$ cat config.mk
export PLATFORM = sky130hd
export DESIGN_NAME = wfm_search
export DESIGN_NICKNAME = d
export VERILOG_FILES = /design/src/rtl/wfm_pkg.sv /design/src/rtl/wfm_search.sv
export SDC_FILE = /design/constraint.sdc
export NUM_CORES = 1
export LEC_CHECK = 0
export ABC_CLOCK_PERIOD_IN_PS = 2700
export BUFFER_PORTS_ARGS = -buffer_cell sky130_fd_sc_hd__buf_2
export CAP_MARGIN = 20
export CORE_MARGIN = 5
export CORE_UTILIZATION = 38
export CTS_CLUSTER_DIAMETER = 30
export DETAILED_ROUTE_END_ITERATION = 7
export PLACE_DENSITY_LB_ADDON = 0.25
export SLEW_MARGIN = 40
export SYNTH_ARGS = -nofsm -noshare
export SYNTH_HDL_FRONTEND = slang
export SYNTH_SLANG_ARGS = --single-unit
$ cat constraint.sdc
create_clock -name clk -period 2.7 [get_ports clk]
set_input_delay 0.135 -clock clk [delete_from_list [all_inputs] [get_ports clk]]
set_output_delay 0.135 -clock clk [all_outputs]
set_load 0.03 [all_outputs]
$ cat src/rtl/wfm_pkg.sv
// Shared types and constants for the 802.11 frame monitor.
// No dependencies; imported by the table, the lookup engine, the top level and the testbench.
package wfm_pkg;

  // 48-bit station or BSSID address
  typedef logic [47:0] mac_t;

  // Status word from the lookup engine to the sequencer
  typedef struct packed {
    logic done;
    logic hit;
  } srch_stat_t;

  // Input word selector
  localparam logic FUNC_BYTE  = 1'b0;
  localparam logic FUNC_EPOCH = 1'b1;

  // Radio frame classes that are tracked
  localparam logic [1:0] KIND_MGMT = 2'd0;
  localparam logic [1:0] KIND_DATA = 2'd1;

  // Report kinds
  localparam logic REPORT_FRAME = 1'b0;
  localparam logic REPORT_EPOCH = 1'b1;

  // Frame control and EAPOL byte values
  localparam logic [7:0] BEACON_FC  = 8'h80;
  localparam logic [7:0] DTYPE_MASK = 8'h0C;
  localparam logic [7:0] DTYPE_VAL  = 8'h08;
  localparam logic [7:0] EAPOL_HI   = 8'h88;
  localparam logic [7:0] EAPOL_LO   = 8'h8E;

  // Byte offset tracking: saturates well above every threshold
  localparam int OFF_W = 6;
  localparam logic [OFF_W-1:0] OFF_MAX = '1;

  // Offsets and length thresholds
  localparam int SRC_FIRST      = 10;
  localparam int SRC_LAST       = 15;
  localparam int BSSID_FIRST    = 16;
  localparam int BSSID_LAST     = 21;
  localparam int EAPOL_MIN_OFF  = 25;
  localparam int COUNT_MIN_LEN  = 24;
  localparam int BEACON_MIN_LEN = 36;

endpackage

$ cat src/rtl/wfm_search.sv
// Lookup engine: walks a table one entry per cycle with a single comparator.
// Depends on wfm_pkg; reads through a registered memory port.
module wfm_search #(
  parameter int CNT_W  = 8,
  parameter int ADDR_W = 7
) (
  input  logic                clk,
  input  logic                rst_n,
  input  logic                start,
  input  wfm_pkg::mac_t       key,
  input  logic [CNT_W-1:0]    fill,
  input  wfm_pkg::mac_t       rd_data,
  output logic [ADDR_W-1:0]   rd_addr,
  output wfm_pkg::srch_stat_t stat
);
  import wfm_pkg::*;

  logic             busy_r, busy_nxt;
  logic             pend_r, pend_nxt;
  logic             done_r, done_nxt;
  logic             hit_r, hit_nxt;
  logic [CNT_W-1:0] idx_r, idx_nxt;
  logic             issue, match, finish;

  // Issue one read per cycle, compare the word read in the previous cycle
  always_comb begin
    issue    = busy_r && (idx_r < fill);
    match    = busy_r && pend_r && (rd_data == key);
    finish   = busy_r && (match || (!issue && !pend_r));
    busy_nxt = busy_r;
    pend_nxt = 1'b0;
    idx_nxt  = idx_r;
    done_nxt = finish;
    hit_nxt  = finish ? match : hit_r;
    if (start) begin
      busy_nxt = 1'b1;
      idx_nxt  = '0;
    end else if (busy_r) begin
      idx_nxt  = idx_r + CNT_W'(issue);
      pend_nxt = issue && !match;
      if (finish) begin
        busy_nxt = 1'b0;
        pend_nxt = 1'b0;
      end
    end
  end

  always_ff @(posedge clk) begin
    if (!rst_n) begin
      busy_r <= 1'b0;
      pend_r <= 1'b0;
      done_r <= 1'b0;
      hit_r  <= 1'b0;
      idx_r  <= '0;
    end else begin
      busy_r <= busy_nxt;
      pend_r <= pend_nxt;
      done_r <= done_nxt;
      hit_r  <= hit_nxt;
      idx_r  <= idx_nxt;
    end
  end

  assign rd_addr   = idx_r[ADDR_W-1:0];
  assign stat.done = done_r;
  assign stat.hit  = hit_r;

endmodule

# ---- Word level (Yosys, flattened, before mapping)
# Cells that the tools add are included.
dict set report word_totals {
  regBits 12
  latchBits 0
  ramBits 0
  mem_bits_ro 0
  inputBits 107
  out_inout_bits 9
  elab_cells 25
  n_memories 0
}
dict set report classes {
  add_sub_neg 1
  mul 0
  n_div 0
  order_cmp 1
  eq_ne 1
  shifts 0
  mux 3
  bitwise 2
  reduce_logical 12
}
# cell n
set op_table {}
lappend op_table {{48-bit equality test} 1}
lappend op_table {{8-bit by 1-bit adder with 8-bit output} 1}
lappend op_table {{8-bit < comparator} 1}
lappend op_table {{1-bit logical AND} 6}
lappend op_table {{4-bit OR reduction} 1}
lappend op_table {{1-bit zero test} 3}
lappend op_table {{1-bit two-way mux} 3}
lappend op_table {{1-bit inverter} 2}
lappend op_table {{2-bit OR reduction} 1}
lappend op_table {{1-bit logical OR} 1}

# ---- Logic depth before layout (Yosys ltp)
dict set report logic_depth {
  word_depth 9
  mapped_depth 10
  mapped_depth_nobuf 10
}

# ---- Least setup slack after synthesis
# OpenSTA, ideal clock, no wires.
dict set report synth_path {
  path_kind {flip-flop to flip-flop}
  from {register idx_r[3]}
  to {register idx_r[7]}
  setup_time_ns 0.070
  arrival_ns 2.182
  required_time_ns 2.630
  path_slack_ns 0.448
  stages_incl_launch_ff 9
  path_buffers 0
  period_less_slack_ns 2.252
  cell_sequence {dfxtp_1 ha_1 a21oi_1 o21ai_0 a2111oi_4 ha_1 nand4_1 or3_1 a21oi_1}
}
dict set report synth_via {
  elab_chain_len 3
}
# element line_no
set synth_lines {}
lappend synth_lines {{start: declaration} wfm_search.sv:22} ;# logic [CNT_W-1:0] idx_r, idx_nxt;
lappend synth_lines {{start signal: assignment} wfm_search.sv:60} ;# idx_r <= idx_nxt;
lappend synth_lines {{8-bit < comparator} wfm_search.sv:27} ;# issue = busy_r && (idx_r < fill);
lappend synth_lines {{1-bit logical AND} wfm_search.sv:27}
lappend synth_lines {{8-bit by 1-bit adder with 8-bit output (*)} wfm_search.sv:39} ;# idx_nxt = idx_r + CNT_W'(issue);
# Mark *: on every way between the ends. The rest lies on a longest branch, timed or not.
# A chain may end at the register's enable or synchronous reset.

# ---- Final worst setup path
dict set report layout_path {
  from {register idx_r[1]}
  to {register idx_r[5]}
}
# The elaborated chain is that of the path after synthesis.

==> impl_metrics.json <==
{
  "wirelength_mm": 3.58,
  "grt_pass1_wl_mm": 5.51,
  "start_kind": "register",
  "vias": 1376,
  "worst-r2r-cell-count": 8,
  "synthFlopType": "dfxtp_1",
  "hp-class": "in -> reg",
  "cts_resized": 0,
  "grt_pass1_vias": 1395,
  "grt_overflow": 0,
  "holdPathStages": 2,
  "cts_setup_buffers": 0,
  "synth_edf_count": 0,
  "htreeDepth": 1,
  "arrival_ns": 2.65,
  "cts_hold_buf": 0,
  "synth-seq-cells": 12,
  "slew_headroom_pct": 74.1,
  "path_max_fanout": 5,
  "insertion_delay_ns": 0.27,
  "rows": 21,
  "root_buffer": "clkbuf_4",
  "postSynthCellCount": 153,
  "io_pins": 116,
  "dpl.hpwl_mm": 3.28,
  "dp_cells": 305,
  "numCtsBuffers": 3,
  "finalSetupViolCount": 0,
  "cts_sinks": 12,
  "drv_cap": 0,
  "final_hold_viol_count": 0,
  "slew_viol_final": 0,
  "wl_per_cell_um": 11.6,
  "fmax_mhz": 408,
  "area_delta_synth_final_pct": 47.6,
  "critPathKind": "reg -> reg",
  "clkSlewWorstSetupHoldPaths_ns": 0.08,
  "powerDensity_nw_per_um2": 266,
  "synth.distinct_cells": 29,
  "routabilityCongestion": 0.723,
  "portBuffers": 115,
  "cts_tree": "yes",
  "period_needed_ns": 2.45,
  "setup_ws_ns": 0.247,
  "synth.cell_area_um2": 1280,
  "cellLeakagePower_nw": 0.958,
  "drtAntennaViolNets": 0,
  "clockBufferDepth": 2,
  "start_util_pct": 38.9,
  "period_share_pct": 90.9,
  "die_area_um2": 4620,
  "worstHoldEndpoint": "busy_r",
  "globalRouteTotalUtil_pct": 15.2,
  "utilization_pct": 57.4,
  "worstHoldStart": "start",
  "drc_errors": 0,
  "syn-num-nets": 269,
  "grt_setup_unrepaired": "false",
  "r2r_slack_ns": 0.25,
  "dp_slack_ns": 0.268,
  "ys_warn_count": 0,
  "fillCellCount": 307,
  "whs_ns": 0.105,
  "antenna_found_initial": 0,
  "finalNetCount": 380,
  "avgViaCountPerCell": 4.45,
  "grt_max_degree": 10,
  "cp-end-kind": "register",
  "r2r_end": "idx_r[5]",
  "core_um2": 3280,
  "layout-drive-gt1-share_pct": 47.1,
  "finalNonFillerCells": 309,
  "drt_iter0_drc": 26,
  "setup_tns_ns": 0,
  "worstMarginPinSlew_ns": 0.385,
  "dr.pass1.iters": 4,
  "insertedDiodeCount": 0,
  "fp.dieH_um": 68.0,
  "die_w_um": 68.0,
  "peakVddDrop_mv": 0.159,
  "fin_skew_ns": 0.00180,
  "synthArstFlopShare_pct": 0,
  "synth_area_per_cell_um2": 8.34,
  "timing.rr.start": "idx_r[1]",
  "crit_required_ns": 2.90,
  "status": "finished clean",
  "ys_seq_area_share_pct": 18.8
}
-- where the power goes --
part	internal [mW]	total, mW	switching [mW]	leakage, nW
clock	0.0818	0.142	0.0601	0.0210
sequential	0.179	0.182	0.00319	0.0971
combinational	0.108	0.178	0.0701	0.839
-- through the flow --
step	cell area [um2]	power (mW)
3_3_place_gp	1850	0.364
6_report	1880	0.502
3_5_place_dp	1850	0.365
2_1_floorplan	1280	0.271
5_1_grt	1880	0.534
4_1_cts	1880	0.506
-- sequential cells by signal, summed over array words and instances (netlist names) --
register,count
done_r,1
idx_r,8
pend_r,1
busy_r,1
hit_r,1
-- cell usage in the layout (no fill, tap or decap) --
cell type    n
nor4_1       6
and3_1       1
nand4_1     10
nand2_1      8
ha_1         9
o21ai_0      4
a32o_1       1
buf_2      115
nor2_1       8
and3_2       1
clkbuf_4     3
dfxtp_1     12
inv_1       10
nor3_1       1
clkbuf_8     1
and4_1       1
o2111ai_1    1
nand3_1      2
or2_2        1
mux2i_1      2
xnor2_1     30
a2111oi_0    1
a2111oi_4    1
o22ai_1      1
xor2_1      21
buf_4        2
or3_1        2
a21boi_0     1
a21oi_1      5
nand2b_1     2
-- cells by family (layout without fill, tap and decap cells) --
| group | count (synthesis) | count (layout) | share of synthesized area (%) |
|---|---|---|---|
| AOI/OAI and AO/OA | 15 | 15 | 8.92 |
| xor gates and xnor gates | 51 | 51 | 35.0 |
| adders and majority gates | 9 | 9 | 8.82 |
| buffers and inverters | 21 | 131 | 8.92 |
| DFF | 12 | 12 | 18.8 |
| muxes | 2 | 2 | 1.57 |
| and+or+nand+nor | 43 | 43 | 17.9 |
-- synth_stat cells, types with 2 or more instances --
cell / number / share of area [%]
xnor2_1: 30 / 21
xor2_1: 21 / 14
dfxtp_1: 12 / 19
inv_1: 10 / 2.9
nand4_1: 10 / 4.9
buf_4: 9 / 5.3
ha_1: 9 / 8.8
nand2_1: 8 / 2.4
nor2_1: 8 / 2.4
nor4_1: 6 / 2.9
a21oi_1: 5 / 2.0
o21ai_0: 4 / 1.6
mux2i_1: 2 / 1.6
nand2b_1: 2 / 0.98
nand3_1: 2 / 0.78
or3_1: 2 / 0.98
-- area by class of cell --
class                      instances  area [um2]  area share, %
sequential                        12         240           12.7
clock buffer                       4        36.3           1.93
inverter                          10        37.5           1.99
multi-input combinational        120         922           48.9
tap                               46        57.6           3.05
timing repair buffer             117         591           31.3
-- per-layer routing --
layer	track usage (%)	wire, um
met5	0	0
met4	5.46	69
met3	3.28	365
met2	28.4	1750
met1	16.5	1400
-- critical path, cell delays in order, from the launching register on --
cell and delay (ns):
dfxtp_1 0.42, ha_1 0.26, a21oi_1 0.12, o21ai_0 0.17
a2111oi_4 0.44, ha_1 0.23, nand4_1 0.20, or3_1 0.40
a21oi_1 0.14
-- how the worst max path moves through the flow --
| stage | slack (ns) | cells past startpoint | start | endpoint |
|---|---|---|---|---|
| CTS | 0.23 | 8 | idx_r[1] | idx_r[5] |
| global route | 0.06 | 8 | idx_r[1] | idx_r[7] |
| detailed placement | 0.27 | 8 | idx_r[1] | idx_r[5] |
| global placement | 0.35 | 8 | idx_r[1] | idx_r[5] |
| floorplan | 0.45 | 8 | idx_r[3] | idx_r[7] |
| finish | 0.25 | 8 | idx_r[1] | idx_r[5] |
Power figures use the tool's default switching activity.
